==> src/hdl/i2cm_pkg.sv <==
// ---------------------------------------------------------------------------
// i2cm_pkg
// Shared codes and result type for the I2C register access master.
// ---------------------------------------------------------------------------
package i2cm_pkg;

  // input actions
  localparam logic [1:0] ACT_LOAD  = 2'd0;
  localparam logic [1:0] ACT_WRITE = 2'd1;
  localparam logic [1:0] ACT_READ  = 2'd2;
  localparam logic [1:0] ACT_TICK  = 2'd3;

  // bus phases
  localparam logic [4:0] PH_IDLE      = 5'd0;
  localparam logic [4:0] PH_S1        = 5'd1;
  localparam logic [4:0] PH_S2        = 5'd2;
  localparam logic [4:0] PH_S3        = 5'd3;
  localparam logic [4:0] PH_S4        = 5'd4;
  localparam logic [4:0] PH_TX_LOW    = 5'd5;
  localparam logic [4:0] PH_TX_HIGH   = 5'd6;
  localparam logic [4:0] PH_ACK_LOW   = 5'd7;
  localparam logic [4:0] PH_ACK_HIGH  = 5'd8;
  localparam logic [4:0] PH_ACK_POLL  = 5'd9;
  localparam logic [4:0] PH_RX_LOW    = 5'd10;
  localparam logic [4:0] PH_RX_HIGH   = 5'd11;
  localparam logic [4:0] PH_MACK_LOW  = 5'd12;
  localparam logic [4:0] PH_MACK_HIGH = 5'd13;
  localparam logic [4:0] PH_MACK_END  = 5'd14;
  localparam logic [4:0] PH_P1        = 5'd15;
  localparam logic [4:0] PH_P2        = 5'd16;
  localparam logic [4:0] PH_P3        = 5'd17;

  // byte being sent
  localparam logic [1:0] ST_ADDR_W = 2'd0;
  localparam logic [1:0] ST_REG    = 2'd1;
  localparam logic [1:0] ST_DATA   = 2'd2;
  localparam logic [1:0] ST_ADDR_R = 2'd3;

  // status codes
  localparam logic [1:0] STAT_OK       = 2'd0;
  localparam logic [1:0] STAT_ADDR_NAK = 2'd1;
  localparam logic [1:0] STAT_REG_NAK  = 2'd2;
  localparam logic [1:0] STAT_DATA_NAK = 2'd3;

  // configuration register indexes
  localparam logic [3:0] CFG_DEV_ADDR  = 4'd0;
  localparam logic [3:0] CFG_ACK_LIMIT = 4'd1;

  localparam logic [9:0] ACK_LIMIT_RST = 10'd500;

  typedef struct packed {
    logic       scl_level;
    logic       sda_level;
    logic [7:0] read_byte;
    logic       read_valid;
    logic       busy_res;
    logic       done_res;
    logic [1:0] status;
  } result_t;

endpackage

==> src/hdl/i2cm_write_buf.sv <==
// ---------------------------------------------------------------------------
// i2cm_write_buf
// Write data buffer: one write port, one registered read port.
// ---------------------------------------------------------------------------
module i2cm_write_buf #(
  parameter int DEPTH = 16,
  parameter int AW    = 4
) (
  input  logic          clk_i,
  input  logic          wr_en_i,
  input  logic [AW-1:0] wr_addr_i,
  input  logic [7:0]    wr_data_i,
  input  logic [AW-1:0] rd_addr_i,
  output logic [7:0]    rd_data_o
);

  logic [7:0] mem [DEPTH];
  logic [7:0] rd_data_q;

  always_ff @(posedge clk_i) begin
    if (wr_en_i) begin
      mem[wr_addr_i] <= wr_data_i;
    end
    rd_data_q <= mem[rd_addr_i];
  end

  assign rd_data_o = rd_data_q;

endmodule

==> src/hdl/i2cm_out_queue.sv <==
// ---------------------------------------------------------------------------
// i2cm_out_queue
// Two-entry result queue between the bus engine and the output channel.
// ---------------------------------------------------------------------------
module i2cm_out_queue (
  input  logic              clk_i,
  input  logic              rst_ni,
  input  logic              push_i,
  input  i2cm_pkg::result_t push_data_i,
  output logic              full_o,
  output logic              out_valid_o,
  input  logic              out_stall_i,
  output i2cm_pkg::result_t out_data_o
);
  import i2cm_pkg::*;

  result_t    ent_q [2];
  logic       wr_ptr_q, rd_ptr_q;
  logic [1:0] cnt_q;
  logic       pop;

  assign out_valid_o = (cnt_q != 2'd0);
  assign full_o      = (cnt_q == 2'd2);
  assign pop         = out_valid_o && !out_stall_i;
  assign out_data_o  = ent_q[rd_ptr_q];

  always_ff @(posedge clk_i) begin
    if (push_i) begin
      ent_q[wr_ptr_q] <= push_data_i;
    end
  end

  always_ff @(posedge clk_i or negedge rst_ni) begin
    if (!rst_ni) begin
      wr_ptr_q <= 1'b0;
      rd_ptr_q <= 1'b0;
      cnt_q    <= 2'd0;
    end else begin
      if (push_i) wr_ptr_q <= ~wr_ptr_q;
      if (pop)    rd_ptr_q <= ~rd_ptr_q;
      if (push_i && !pop)      cnt_q <= cnt_q + 2'd1;
      else if (pop && !push_i) cnt_q <= cnt_q - 2'd1;
    end
  end

endmodule

==> src/hdl/i2c_master_register_access_top.sv <==
// ---------------------------------------------------------------------------
// i2c_master_register_access_top
// Pin-level I2C master running one register write or read transaction.
// ---------------------------------------------------------------------------
// Every accepted input transfer (load, start write, start read or bus tick)
// is handled at the accepting edge: the bus phase and line drives update and
// one result transfer is queued. A transfer can be accepted in every cycle
// while in_stall_o is low. Results pass through a two-entry output queue, so
// in_stall_o rises only when both entries wait on a stalled output channel.
// Each tick is one half SCL period; scl_level_o/sda_level_o give the drives
// after that tick (1 released, 0 pulled low). Load write bytes while idle,
// then issue start write or start read with reg_address_i and byte_count_i.
// Data bytes come from a buffer of BUFFER_DEPTH entries with a registered read
// port that holds the first entry until data goes out and then looks one
// entry ahead of the send pointer. Configuration writes are always ready and
// apply at the accepting edge.
// ---------------------------------------------------------------------------
module i2c_master_register_access_top #(
  parameter int BUFFER_DEPTH = 16
) (
  input  logic       clk_i,
  input  logic       rst_ni,
  // input channel
  input  logic       in_valid_i,
  output logic       in_stall_o,
  input  logic [1:0] action_i,
  input  logic [7:0] reg_address_i,
  input  logic [7:0] write_byte_i,
  input  logic [4:0] byte_count_i,
  input  logic       sda_in_i,
  // output channel
  output logic       out_valid_o,
  input  logic       out_stall_i,
  output logic       scl_level_o,
  output logic       sda_level_o,
  output logic [7:0] read_byte_o,
  output logic       read_valid_o,
  output logic       busy_res_o,
  output logic       done_res_o,
  output logic [1:0] status_o,
  // configuration channel
  input  logic       cfg_valid_i,
  output logic       cfg_ready_o,
  input  logic [3:0] cfg_index_i,
  input  logic [9:0] cfg_data_i
);
  import i2cm_pkg::*;

  // pointer width holds 0..BUFFER_DEPTH, address width indexes the buffer
  localparam int PW = $clog2(BUFFER_DEPTH + 1);
  localparam int AW = (BUFFER_DEPTH > 1) ? $clog2(BUFFER_DEPTH) : 1;
  localparam logic [PW-1:0] DEPTH_P = PW'(BUFFER_DEPTH);

  // configuration
  logic [6:0] dev_addr_q;
  logic [9:0] ack_limit_q;

  // bus engine state
  logic [4:0]    phase_q, phase_d;
  logic [2:0]    bit_idx_q, bit_idx_d;
  logic [7:0]    shift_q, shift_d;
  logic [4:0]    bytes_left_q, bytes_left_d;
  logic [PW-1:0] load_ptr_q, load_ptr_d;
  logic [PW-1:0] send_idx_q, send_idx_d;
  logic [9:0]    ack_cnt_q, ack_cnt_d;
  logic [7:0]    saved_reg_q, saved_reg_d;
  logic [1:0]    status_q, status_d;
  logic          scl_q, scl_d;
  logic          sda_q, sda_d;
  logic [1:0]    stage_q, stage_d;
  logic          is_read_q, is_read_d;

  logic          accept;
  logic          queue_full;
  logic          buf_wr;
  logic [AW-1:0] buf_rd_addr;
  logic [7:0]    buf_rd_data;
  result_t       res, out_res;

  // scratch for the ack handling
  logic [4:0]    bl_dec;
  logic [PW-1:0] si_inc;
  logic [9:0]    ack_cnt_inc;

  assign accept      = in_valid_i && !in_stall_o;
  assign in_stall_o  = queue_full;
  assign cfg_ready_o = 1'b1;

  // configuration writes
  always_ff @(posedge clk_i or negedge rst_ni) begin
    if (!rst_ni) begin
      dev_addr_q  <= 7'd0;
      ack_limit_q <= ACK_LIMIT_RST;
    end else if (cfg_valid_i && cfg_ready_o) begin
      case (cfg_index_i)
        CFG_DEV_ADDR:  dev_addr_q  <= cfg_data_i[6:0];
        CFG_ACK_LIMIT: ack_limit_q <= cfg_data_i;
        default: ;
      endcase
    end
  end

  // loads only land while idle and the buffer has room
  assign buf_wr = accept && (action_i == ACT_LOAD) && (phase_q == PH_IDLE)
                  && (load_ptr_q < DEPTH_P);

  // first entry while the address and register go out, next entry during data
  assign buf_rd_addr = (stage_q == ST_DATA) ? si_inc[AW-1:0] : send_idx_q[AW-1:0];

  i2cm_write_buf #(
    .DEPTH (BUFFER_DEPTH),
    .AW    (AW)
  ) u_buf (
    .clk_i     (clk_i),
    .wr_en_i   (buf_wr),
    .wr_addr_i (load_ptr_q[AW-1:0]),
    .wr_data_i (write_byte_i),
    .rd_addr_i (buf_rd_addr),
    .rd_data_o (buf_rd_data)
  );

  // combinational phase update for one accepted transfer
  always_comb begin
    phase_d      = phase_q;
    bit_idx_d    = bit_idx_q;
    shift_d      = shift_q;
    bytes_left_d = bytes_left_q;
    load_ptr_d   = load_ptr_q;
    send_idx_d   = send_idx_q;
    ack_cnt_d    = ack_cnt_q;
    saved_reg_d  = saved_reg_q;
    status_d     = status_q;
    scl_d        = scl_q;
    sda_d        = sda_q;
    stage_d      = stage_q;
    is_read_d    = is_read_q;
    res          = '0;

    bl_dec      = (bytes_left_q != 5'd0) ? bytes_left_q - 5'd1 : bytes_left_q;
    si_inc      = send_idx_q + PW'(1);
    ack_cnt_inc = (ack_cnt_q != 10'h3FF) ? ack_cnt_q + 10'd1 : ack_cnt_q;

    if (accept) begin
      case (action_i)
        ACT_LOAD: begin
          if (buf_wr) load_ptr_d = load_ptr_q + PW'(1);
        end
        ACT_WRITE, ACT_READ: begin
          if (phase_q == PH_IDLE) begin
            is_read_d   = (action_i == ACT_READ);
            saved_reg_d = reg_address_i;
            if (action_i == ACT_READ) begin
              bytes_left_d = (byte_count_i == 5'd0) ? 5'd1 : byte_count_i;
            end else begin
              // clamp to buffer depth
              bytes_left_d = (int'(byte_count_i) > BUFFER_DEPTH) ?
                             5'(BUFFER_DEPTH) : byte_count_i;
              load_ptr_d   = '0;
            end
            send_idx_d = '0;
            stage_d    = ST_ADDR_W;
            shift_d    = {dev_addr_q, 1'b0};
            bit_idx_d  = 3'd0;
            ack_cnt_d  = 10'd0;
            status_d   = STAT_OK;
            phase_d    = PH_S1;
          end
        end
        default: begin
          // bus tick
          case (phase_q)
            PH_S1: begin sda_d = 1'b1; phase_d = PH_S2; end
            PH_S2: begin scl_d = 1'b1; phase_d = PH_S3; end
            PH_S3: begin sda_d = 1'b0; phase_d = PH_S4; end
            PH_S4: begin scl_d = 1'b0; bit_idx_d = 3'd0; phase_d = PH_TX_LOW; end
            PH_TX_LOW: begin
              scl_d   = 1'b0;
              sda_d   = shift_q[7];
              phase_d = PH_TX_HIGH;
            end
            PH_TX_HIGH: begin
              scl_d     = 1'b1;
              shift_d   = {shift_q[6:0], 1'b0};
              bit_idx_d = bit_idx_q + 3'd1;
              phase_d   = (bit_idx_q == 3'd7) ? PH_ACK_LOW : PH_TX_LOW;
            end
            PH_ACK_LOW:  begin scl_d = 1'b0; sda_d = 1'b1; phase_d = PH_ACK_HIGH; end
            PH_ACK_HIGH: begin scl_d = 1'b1; ack_cnt_d = 10'd0; phase_d = PH_ACK_POLL; end
            PH_ACK_POLL: begin
              if (!sda_in_i) begin
                // acknowledged: move on to the next byte
                scl_d = 1'b0;
                case (stage_q)
                  ST_ADDR_W: begin
                    shift_d   = saved_reg_q;
                    stage_d   = ST_REG;
                    bit_idx_d = 3'd0;
                    phase_d   = PH_TX_LOW;
                  end
                  ST_REG: begin
                    if (is_read_q) begin
                      stage_d = ST_ADDR_R;
                      shift_d = {dev_addr_q, 1'b1};
                      phase_d = PH_S1;
                    end else if (bytes_left_q != 5'd0 && send_idx_q < DEPTH_P) begin
                      shift_d   = buf_rd_data;
                      stage_d   = ST_DATA;
                      bit_idx_d = 3'd0;
                      phase_d   = PH_TX_LOW;
                    end else begin
                      phase_d = PH_P1;
                    end
                  end
                  ST_DATA: begin
                    bytes_left_d = bl_dec;
                    send_idx_d   = si_inc;
                    if (bl_dec != 5'd0 && si_inc < DEPTH_P) begin
                      // read port already holds the entry after the one just sent
                      shift_d   = buf_rd_data;
                      bit_idx_d = 3'd0;
                      phase_d   = PH_TX_LOW;
                    end else begin
                      phase_d = PH_P1;
                    end
                  end
                  default: begin
                    shift_d   = 8'd0;
                    bit_idx_d = 3'd0;
                    phase_d   = PH_RX_LOW;
                  end
                endcase
              end else begin
                ack_cnt_d = ack_cnt_inc;
                if (ack_cnt_inc >= ack_limit_q) begin
                  scl_d   = 1'b0;
                  phase_d = PH_P1;
                  case (stage_q)
                    ST_REG:  status_d = STAT_REG_NAK;
                    ST_DATA: status_d = STAT_DATA_NAK;
                    default: status_d = STAT_ADDR_NAK;
                  endcase
                end
              end
            end
            PH_RX_LOW: begin scl_d = 1'b0; sda_d = 1'b1; phase_d = PH_RX_HIGH; end
            PH_RX_HIGH: begin
              scl_d     = 1'b1;
              shift_d   = {shift_q[6:0], sda_in_i};
              bit_idx_d = bit_idx_q + 3'd1;
              if (bit_idx_q == 3'd7) begin
                res.read_byte  = {shift_q[6:0], sda_in_i};
                res.read_valid = 1'b1;
                phase_d        = PH_MACK_LOW;
              end else begin
                phase_d = PH_RX_LOW;
              end
            end
            PH_MACK_LOW: begin
              // nack on the last byte
              scl_d   = 1'b0;
              sda_d   = (bytes_left_q <= 5'd1);
              phase_d = PH_MACK_HIGH;
            end
            PH_MACK_HIGH: begin scl_d = 1'b1; phase_d = PH_MACK_END; end
            PH_MACK_END: begin
              scl_d        = 1'b0;
              bytes_left_d = bl_dec;
              if (bl_dec != 5'd0) begin
                shift_d   = 8'd0;
                bit_idx_d = 3'd0;
                phase_d   = PH_RX_LOW;
              end else begin
                phase_d = PH_P1;
              end
            end
            PH_P1: begin scl_d = 1'b0; sda_d = 1'b0; phase_d = PH_P2; end
            PH_P2: begin scl_d = 1'b1; phase_d = PH_P3; end
            PH_P3: begin
              sda_d        = 1'b1;
              res.done_res = 1'b1;
              phase_d      = PH_IDLE;
            end
            default: phase_d = PH_IDLE;
          endcase
        end
      endcase
    end

    res.scl_level = scl_d;
    res.sda_level = sda_d;
    res.busy_res  = (phase_d != PH_IDLE);
    res.status    = status_d;
  end

  always_ff @(posedge clk_i or negedge rst_ni) begin
    if (!rst_ni) begin
      phase_q      <= PH_IDLE;
      bit_idx_q    <= 3'd0;
      shift_q      <= 8'd0;
      bytes_left_q <= 5'd0;
      load_ptr_q   <= '0;
      send_idx_q   <= '0;
      ack_cnt_q    <= 10'd0;
      saved_reg_q  <= 8'd0;
      status_q     <= STAT_OK;
      scl_q        <= 1'b1;
      sda_q        <= 1'b1;
      stage_q      <= ST_ADDR_W;
      is_read_q    <= 1'b0;
    end else begin
      phase_q      <= phase_d;
      bit_idx_q    <= bit_idx_d;
      shift_q      <= shift_d;
      bytes_left_q <= bytes_left_d;
      load_ptr_q   <= load_ptr_d;
      send_idx_q   <= send_idx_d;
      ack_cnt_q    <= ack_cnt_d;
      saved_reg_q  <= saved_reg_d;
      status_q     <= status_d;
      scl_q        <= scl_d;
      sda_q        <= sda_d;
      stage_q      <= stage_d;
      is_read_q    <= is_read_d;
    end
  end

  // result queue decouples the output stall from input acceptance
  i2cm_out_queue u_queue (
    .clk_i       (clk_i),
    .rst_ni      (rst_ni),
    .push_i      (accept),
    .push_data_i (res),
    .full_o      (queue_full),
    .out_valid_o (out_valid_o),
    .out_stall_i (out_stall_i),
    .out_data_o  (out_res)
  );

  assign scl_level_o  = out_res.scl_level;
  assign sda_level_o  = out_res.sda_level;
  assign read_byte_o  = out_res.read_byte;
  assign read_valid_o = out_res.read_valid;
  assign busy_res_o   = out_res.busy_res;
  assign done_res_o   = out_res.done_res;
  assign status_o     = out_res.status;

endmodule
==> config.mk <==
export PLATFORM = sky130hd
export DESIGN_NAME = i2c_master_register_access_top
export DESIGN_NICKNAME = d
export VERILOG_FILES = /design/src/hdl/i2cm_pkg.sv /design/src/hdl/i2cm_write_buf.sv /design/src/hdl/i2cm_out_queue.sv /design/src/hdl/i2c_master_register_access_top.sv
export SDC_FILE = /design/constraint.sdc
export NUM_CORES = 1
export LEC_CHECK = 0
export BUFFER_PORTS_ARGS = -buffer_cell sky130_fd_sc_hd__buf_2
export CAP_MARGIN = 40
export CORE_MARGIN = 10
export CORE_UTILIZATION = 45
export CTS_CLUSTER_SIZE = 40
export DETAILED_ROUTE_END_ITERATION = 6
export PLACE_DENSITY = 0.71
export SKIP_CTS_REPAIR_TIMING = 1
export SYNTH_ARGS = -nofsm -noshare
export SYNTH_HDL_FRONTEND = slang
export SYNTH_SLANG_ARGS = --single-unit
==> constraint.sdc <==
create_clock -name clk_i -period 4.2 [get_ports clk_i]
set_input_delay 0.84 -clock clk_i [delete_from_list [all_inputs] [get_ports clk_i]]
set_output_delay 0.84 -clock clk_i [all_outputs]
set_load 0.01 [all_outputs]
[Word-level counts from Yosys, hierarchy flattened]
Memories as Yosys holds them, arrays and structs flattened. A register that Yosys moved wholly into a read port is not among the register bits.
Cells that the tools add are included.
Word-level totals
  register bits after elaboration: 77
  bits in writable memories: 158
  input port bits: 43
  output and inout port bits: 18
  logic and storage cells: 212
  memories: 2
Memory list
  u_buf.mem: words 16, width 8, rd ports 1, clocked after memory_dff 1, wr ports 1, RTL line i2cm_write_buf.sv:17  | logic [7:0] mem [DEPTH];
  u_queue.ent_q: words 2, width 15, rd ports 1, clocked after memory_dff 0, wr ports 1, RTL line i2cm_out_queue.sv:17  | result_t ent_q [2];
Operators by class
  add/sub/neg operators: 7
  $lt $le $gt $ge: 6
  eq/ne operators: 38
  multiplexer cells: 90
  bitwise gates (word level): 3
  reductions and logical operators: 48
Operators with widths (number)
  $mux W5: 18
  $pmux W5 S16: 1
  $pmux W5 S2: 5
  $mux W8: 6
  $eq A5 B4 Y1 const B: 8
  $pmux W10 S2: 2
  $mux W9: 4
  $pmux W8 S4: 1
  $mux W10: 3
  $mux W2: 13
  $reduce_bool A5 Y1: 5
  $mux W3: 8
  $pmux W8 S3: 1
  $eq A5 B3 Y1 const B: 4
  $mux W4: 4
  $ne A4 B4 Y1 const B: 4
  $pmux W2 S2: 4
  $pmux W8 S2: 1
  $lt A5 B5 Y1 const B: 3
  $mux W1: 13
  $pmux W3 S2: 2
  $pmux W3 S4: 1
  $pmux W4 S3: 1
  $reduce_and A6 Y1: 2
  43 further kinds: 78

[Depth between registers and ports, before layout]
Gate-level depths: netlist of the first run.
  depth in word-level cells: 11
  gate-level depth with buffers: 15
  depth with buffers taken out: 14

[Modules after synthesis]
Synthesis of the first run repeated with hierarchy kept, for this count alone.
Second synthesis, totals
  cells, all modules: 864
  area, all modules: 11735.0 µm²
Modules (own cells, without submodules)
  i2c_master_register_access_top: times used 1, cells an instance 572, area an instance 5256.3 µm², sequential area each 1836.8 µm²
  i2cm_write_buf: times used 1, cells an instance 229, area an instance 5147.4 µm², sequential area each 4003.8 µm²
  i2cm_out_queue: times used 1, cells an instance 63, area an instance 1331.3 µm², sequential area each 1001.0 µm²

[Worst setup path before layout of the first run]
Ideal clock, no wire load.
  path type: register to register
  from: register ack_cnt_q[3]
  to: memory u_queue.ent_q[0][1] (netlist bit), data pin
  library setup time: 0.269 ns
  arrival time: 3.083 ns
  required time: 3.931 ns
  setup slack: 0.848 ns
  stages on the path, launching flop included: 14
  buffers on the path: 1
  clock period less this slack: 3.352 ns
  cell sequence: dfrtp_1 > clkbuf_1 > nand4_1 > or2_1 > nor2_1 > nor2_1 > nand3_1 > xnor2_1 > ha_1 > o21a_1 > o211ai_1 > o21a_1 > or4_4 > a311o_1
RTL lines
  from (decl): RTL line i2c_master_register_access_top.sv:65  | logic [9:0] ack_cnt_q, ack_cnt_d;
  from (signal assigned): RTL line i2c_master_register_access_top.sv:317  | ack_cnt_q <= ack_cnt_d;
  to (decl): RTL line i2cm_out_queue.sv:17

==> flow_metrics.py, run 1 <==
metrics = {
    "setup_path": {
        "worst-setup-path-type": "reg2reg",
        "crit_arrival_ns": 3.73,
        "startpoint_type": "flip-flop",
        "crit_path_max_fanout": 7,
        "endpoint_kind": "flip-flop",
        "cp.required_ns": 4.45,
    },
    "pwr": {
        "p_leak_nw": 4.88,
        "ir_drop_v": 0.000402,
        "power_per_cell_area_mw_per_mm2": 601,
    },
    "floorplan": {
        "dieArea_mm2": 0.0319,
        "die_x_um": 179,
        "io_pins": 61,
        "coreArea_mm2": 0.0250,
        "die_y_um": 179,
        "start_util": 0.454,
        "num_rows": 58,
    },
    "timing": {
        "final_hold_viol_count": 0,
        "fin_skew_ns": 0.0116,
        "tns_ns": 0,
        "layout_setup_ws_ns": 0.726,
        "slew_viol_final": 0,
        "fin_crit_ns": 3.47,
        "max_slew_margin": 0.362,
        "worstMarginPinSlew_ns": 0.954,
        "timing.fmax_mhz": 288,
        "period_share": 0.827,
        "rsz0062_at_grt": "false",
        "setup_viol": 0,
    },
    "run_status": {
        "status": "finished with violations",
        "violations": "design-rule violations",
    },
    "placement": {
        "dp_slack_ns": 0.747,
        "dpl.hpwl_um": 16900,
        "gp_congestion": 0.859,
        "portBuffers": 59,
    },
    "grt": {
        "grt_pass1_vias": 7098,
        "track_usage": 0.155,
        "grt_pass1_wl_um": 39300,
        "grt_overflow": 0,
        "grt_antenna_before_repair": 0,
        "grt_max_degree": 49,
    },
    "detailed_routing": {
        "post-route-drc-count": 12,
        "vias": 7202,
        "firstDrtPassIters": 7,
        "ant_nets": 0,
        "drtIter0Drc": 617,
        "via_per_inst": 5.66,
        "routedWlPerCell_um": 19.4,
        "routed_wl_um": 24700,
    },
    "yosys": {
        "synth_edf_count": 158,
        "async_reset_ff_frac": 0.317,
        "seq_area_frac_synth": 0.604,
        "synthCells": 846,
        "syn_nets": 920,
        "synth_common_cells": "edfxtp_1 (158), nand2_1 (85), dfrtp_1 (69)",
        "netlist_top_cells_area": "edfxtp_1 (42%), dfrtp_1 (15%), mux4_2 (7.9%)",
        "synth-seq-cells": 243,
        "syn-cell-area_mm2": 0.0113,
        "ys_types": 78,
        "post-synth-top-count-cell": "edfxtp_1",
        "ys_warn_count": 0,
        "syn_avg_cell_area_um2": 13.4,
        "yosysTopAreaCellShare": 0.419,
        "synth_top_area_cell": "edfxtp_1",
        "ys.flop_type": "edfxtp_1",
    },
    "layout": {
        "drive_gt1_frac": 0.242,
        "final_net_count": 998,
        "nFillCells": 2105,
        "syn2layout_area_growth_pct": 14.3,
        "diodes": 0,
    },
    "cts": {
        "clk_pin_slew_worst_paths_ns": 0.06,
        "cts.root.buffer_cell": "clkbuf_16",
        "cts_buffers": 25,
        "clock_sinks": 243,
        "h-tree-depth": 1,
        "cts_tree": "yes",
        "clk-insertion-delay-late_ns": 0.52,
        "clockBufferDepth": 3,
    },
    "job": {
        "drv_cap": 0,
    },
    "min_path": {
        "hold_class": "in2async",
    },
}
==> worst paths after layout <==
check	start	cells past startpoint	endpoint	slack (ns)
worst max-delay path	ack_cnt_q[0]	13	u_queue.ent_q[0][1]	0.73
worst min-delay path	rst_ni	1	ack_cnt_q[7]	0.25
worst max register to register	ack_cnt_q[0]	13	u_queue.ent_q[0][1]	0.73
worst min register to register	saved_reg_q[4]	2	saved_reg_q[4]	0.48
max in group asynchronous	rst_ni	2	ack_limit_q[4]	3.32
min in group clk_i	saved_reg_q[4]	2	saved_reg_q[4]	0.48
==> cell type report <==
class	instances	area, um2	share of cell area
clock buffer	33	676	0.0521
clock inverter	13	150	0.0116
inverter	29	109	0.00840
multi-input combinational	539	4250	0.328
sequential	243	6840	0.528
tap	330	413	0.0319
timing repair buffer	86	520	0.0402
==> state kept, by name, indices dropped and copies added, names as in the netlist, 7 cells and up <==
register         count
shift_q              8
ack_limit_q         10
u_buf.rd_data_o      8
u_buf.mem          128
saved_reg_q          8
dev_addr_q           7
u_queue.ent_q       30
ack_cnt_q           10
==> cells by family after synthesis <==
family,synth area share
and+or+nand+nor,0.109
DFF,0.604
other,0.000331
buffers and inverters,0.0230
xor gates and xnor gates,0.0139
muxes,0.114
adders and majority gates,0.0342
AOI/OAI and AO/OA,0.102
==> power breakdown <==
part	switching [W]	internal (W)	leakage (nW)	total, W
clock	0.000894	0.00132	0.401	0.00221
sequential	0.000266	0.00293	2.48	0.00319
combinational	0.00127	0.00112	2.00	0.00239
total	0.00243	0.00536	4.88	0.00779
==> metrics by stage <==
| stage | util | hold WS [ns] | instance area (um2) | total power, W | cells |
|---|---|---|---|---|---|
| after floorplan | - | 0.446 | 11300 | 0.00491 | 846 |
| after global placement | 0.485 | 0.465 | 12100 | 0.00558 | 1226 |
| after detailed placement | 0.486 | 0.468 | 12100 | 0.00563 | 1227 |
| after CTS | 0.519 | 0.253 | 13000 | 0.00788 | 1273 |
| after global routing | 0.519 | 0.273 | 13000 | 0.00821 | 1273 |
| final | 0.519 | 0.247 | 13000 | 0.00779 | 1273 |
==> critical path, stage by stage, from the launching register on <==
cell and delay [ns]:
dfrtp_1 0.43, ha_1 0.28, nand2_1 0.16, nor2_1 0.06, buf_4 0.15, nor2_1 0.22
nand3_1 0.17, xnor2_1 0.16, ha_1 0.30, o21a_1 0.12, o211ai_1 0.08, o21a_1 0.22
or4_4 0.44, a311o_1 0.40
==> placed cells by master, fill, tap and decap left out, types with 26 or more instances in the layout <==
master and count:
buf_2 58, edfxtp_1 158, o21ai_1 26, mux4_2 40, buf_4 27, a21oi_1 34
dfrtp_1 69, nand2_1 85, mux2_2 33, nor2_1 55, ha_1 31
==> layer usage <==
| layer | wire, um | part of all wire | track usage |
|---|---|---|---|
| met1 | 10500 | 0.43 | 0.204 |
| met2 | 12400 | 0.50 | 0.266 |
| met3 | 1370 | 0.055 | 0.0225 |
| met4 | 382 | 0.015 | 0.0358 |
| met5 | 0 | 0 | 0 |
Power figures use the tool's default switching activity.
==> run 2, diff against run 1 <==
ABC_AREA = 1   (was unset)
clock period = 3.4 ns   (was 4.2 ns; I/O delays follow)
==> run 2 against run 1 <==
The run now ends clean. Register-to-register slack got worse by 0.52 ns. Combinational power up 47%. Non-clock buffer count shrank 9. Clock power grew 18%. Via count increased by 18%. Critical endpoint is now u_queue.ent_q[1][3].
==> flow_metrics.py, run 2 <==
metrics = {
    "run_status": {
        "status": "finished, final reports clean",
    },
    "floorplan": {
        "die_x_um": 181,
        "num_rows": 58,
        "io_pins": 61,
        "coreArea_mm2": 0.0254,
        "die_y_um": 181,
        "start_util": 0.461,
        "dieArea_mm2": 0.0329,
    },
    "yosys": {
        "netlist_top_cells_area": "edfxtp_1 (41%), dfrtp_1 (15%), nand2_1 (7.5%)",
        "synth_common_cells": "nand2_1 (234), edfxtp_1 (158), inv_1 (158)",
        "synth_top_area_cell": "edfxtp_1",
        "syn_nets": 1294,
        "ys_types": 49,
        "ys_warn_count": 0,
        "yosysTopAreaCellShare": 0.405,
        "synth_edf_count": 158,
        "synth-seq-cells": 243,
        "synthCells": 1220,
        "syn-cell-area_mm2": 0.0117,
        "post-synth-top-count-cell": "nand2_1",
        "async_reset_ff_frac": 0.317,
        "ys.flop_type": "edfxtp_1",
        "syn_avg_cell_area_um2": 9.60,
        "seq_area_frac_synth": 0.584,
    },
    "pwr": {
        "power_per_cell_area_mw_per_mm2": 758,
        "p_leak_nw": 5.79,
        "finalPower_w": 0.0101,
        "ir_drop_v": 0.000469,
    },
    "detailed_routing": {
        "routed_wl_um": 26300,
        "vias": 8463,
        "firstDrtPassIters": 5,
        "ant_nets": 0,
        "drtIter0Drc": 884,
        "post-route-drc-count": 0,
        "via_per_inst": 5.18,
        "routedWlPerCell_um": 16.1,
    },
    "cts": {
        "clockBufferDepth": 3,
        "clk_pin_slew_worst_paths_ns": 0.06,
        "clock_sinks": 243,
        "cts.root.buffer_cell": "clkbuf_16",
        "h-tree-depth": 1,
        "clk-insertion-delay-late_ns": 0.53,
        "cts_buffers": 26,
        "cts_tree": "yes",
    },
    "timing": {
        "period_share": 0.940,
        "timing.hold.ws_ns": 0.0935,
        "final_hold_viol_count": 0,
        "setup_viol": 0,
        "slew_viol_final": 0,
        "fin_skew_ns": 0.0117,
        "layout_setup_ws_ns": 0.204,
        "fin_crit_ns": 3.20,
        "timing.fmax_mhz": 313,
        "worstMarginPinSlew_ns": 0.769,
        "max_slew_margin": 0.485,
    },
    "placement": {
        "gp_congestion": 0.909,
        "dpl.hpwl_um": 18600,
        "postPlaceCellArea_mm2": 0.0124,
        "dp_slack_ns": 0.0686,
        "portBuffers": 59,
    },
    "job": {
        "drv_cap": 0,
    },
    "min_path": {
        "hold_class": "in2async",
    },
    "layout": {
        "reg_top3": "u_buf.mem x128, u_queue.ent_q x30",
        "diodes": 0,
        "drive_gt1_frac": 0.145,
        "final_common_cell": "nand2_1",
        "nFillCells": 2281,
        "regMostFlops": "u_buf.mem",
        "utilization": 0.523,
        "largest_reg_flops": 128,
        "stdcell_area_mm2": 0.0133,
        "multi_input_area_mm2": 0.00412,
        "final_net_count": 1359,
        "final_cell_mix": "nand2_1 (231), edfxtp_1 (158), inv_1 (157), o21ai_0 (126), nor2_1 (99)",
        "regArea_mm2": 0.00684,
        "syn2layout_area_growth_pct": 13.4,
    },
    "setup_path": {
        "crit_chain": "ha_2 -> nand2_1 -> inv_2 -> nand3_2 -> nor2_2 -> inv_1 -> nor2_2 -> nand2_2 -> nand3_1 -> xor2_1 -> inv_1 -> ha_4 -> nand2_2 -> inv_1 -> nand2_1 -> nand2_1 -> a21oi_2 -> nand3_2 -> nor2_1 -> nand2_1 -> nand2_1 -> nand2_1 -> a21oi_2 -> nand3_1",
        "critPathSlowestCell": "dfrtp_1",
        "cp.required_ns": 3.66,
        "crit_buf_inv": 4,
        "endpoint_kind": "flip-flop",
        "crit_path_max_fanout": 4,
        "startpoint_type": "flip-flop",
        "crit_arrival_ns": 3.46,
        "critPathTopFamily": "simple AND/OR/NAND/NOR gates",
        "cp_slowest_stage_delay_ns": 0.35,
        "worst-setup-path-type": "reg2reg",
        "cpMostUsedCell": "nand2_1",
    },
    "grt": {
        "grt_max_degree": 127,
        "grt_pass1_wl_um": 42800,
        "grt_pass1_vias": 8393,
        "track_usage": 0.157,
        "grt_overflow": 0,
        "grt_antenna_before_repair": 0,
    },
}
==> run 2: cell type report <==
| type | count | share of cell area |
|---|---|---|
| Clock inverter | 19 | 0.00980 |
| Tap cell | 330 | 0.0311 |
| Clock buffer | 29 | 0.0498 |
| Timing Repair Buffer | 77 | 0.0360 |
| Inverter | 169 | 0.0480 |
| Sequential cell | 243 | 0.515 |
| Multi-Input combinational cell | 768 | 0.310 |
==> run 2: per-stage QoR <==
step	instances	TNS, ns
final	1635	0
after floorplan	1220	0
after global routing	1635	-0.0446
after global placement	1584	0
after detailed placement	1585	0
after CTS	1633	0
==> run 2: metal layers <==
| metal | track usage | share of wire | vias to the layer above | wire [um] |
|---|---|---|---|---|
| li1 | - | - | 4243 | - |
| met1 | 0.201 | 0.44 | 3926 | 11500 |
| met2 | 0.270 | 0.49 | 242 | 12800 |
| met3 | 0.0250 | 0.048 | 52 | 1270 |
| met4 | 0.0430 | 0.027 | 0 | 705 |
| met5 | 0 | 0 | - | 0 |
==> run 2: final timing paths <==
| kind | end | slack (ns) | cells past startpoint | from |
|---|---|---|---|---|
| min in group clk_i | ack_limit_q[2] | 0.40 | 3 | cfg_data_i[2] |
| setup / recovery | u_queue.ent_q[1][3] | 0.20 | 24 | ack_cnt_q[1] |
| max in group asynchronous | sda_q | 2.65 | 2 | rst_ni |
| setup reg to reg | u_queue.ent_q[1][3] | 0.20 | 24 | ack_cnt_q[1] |
| hold reg to reg | ack_limit_q[1] | 0.49 | 2 | ack_limit_q[1] |
| hold / removal | ack_cnt_q[7] | 0.09 | 1 | rst_ni |
==> run 2: report_power, final <==
| group | leakage (nW) | internal [W] | total [W] | switching (W) |
|---|---|---|---|---|
| clock network | 0.384 | 0.00148 | 0.00261 | 0.00113 |
| logic | 2.95 | 0.00115 | 0.00351 | 0.00236 |
| registers | 2.46 | 0.00367 | 0.00395 | 0.000284 |
| total | 5.79 | 0.00629 | 0.0101 | 0.00378 |
==> run 2: kinds of logic after synthesis <==
group | Yosys count | share of synthesized area
multiplexers | 8 | 0.00770
XOR/XNOR | 14 | 0.0105
buffers and inverters | 209 | 0.0705
flip-flops | 243 | 0.584
adder cells (fa/ha/maj) | 31 | 0.0331
AND/OR/NAND/NOR | 434 | 0.157
other | 1 | 0.000320
AO/OA/AOI/OAI | 280 | 0.136
==> run 2: worst reg2reg max path, cell delays in order (launching register included) <==
cell and delay (ns):
dfrtp_1 0.35, ha_2 0.19, nand2_1 0.06, inv_2 0.07
nand3_2 0.08, nor2_2 0.13, inv_1 0.07, nor2_2 0.14
nand2_2 0.10, nand3_1 0.09, xor2_1 0.20, inv_1 0.11
ha_4 0.23, nand2_2 0.09, inv_1 0.04, nand2_1 0.05
nand2_1 0.06, a21oi_2 0.17, nand3_2 0.13, nor2_1 0.12
nand2_1 0.06, nand2_1 0.07, nand2_1 0.07, a21oi_2 0.16
nand3_1 0.10
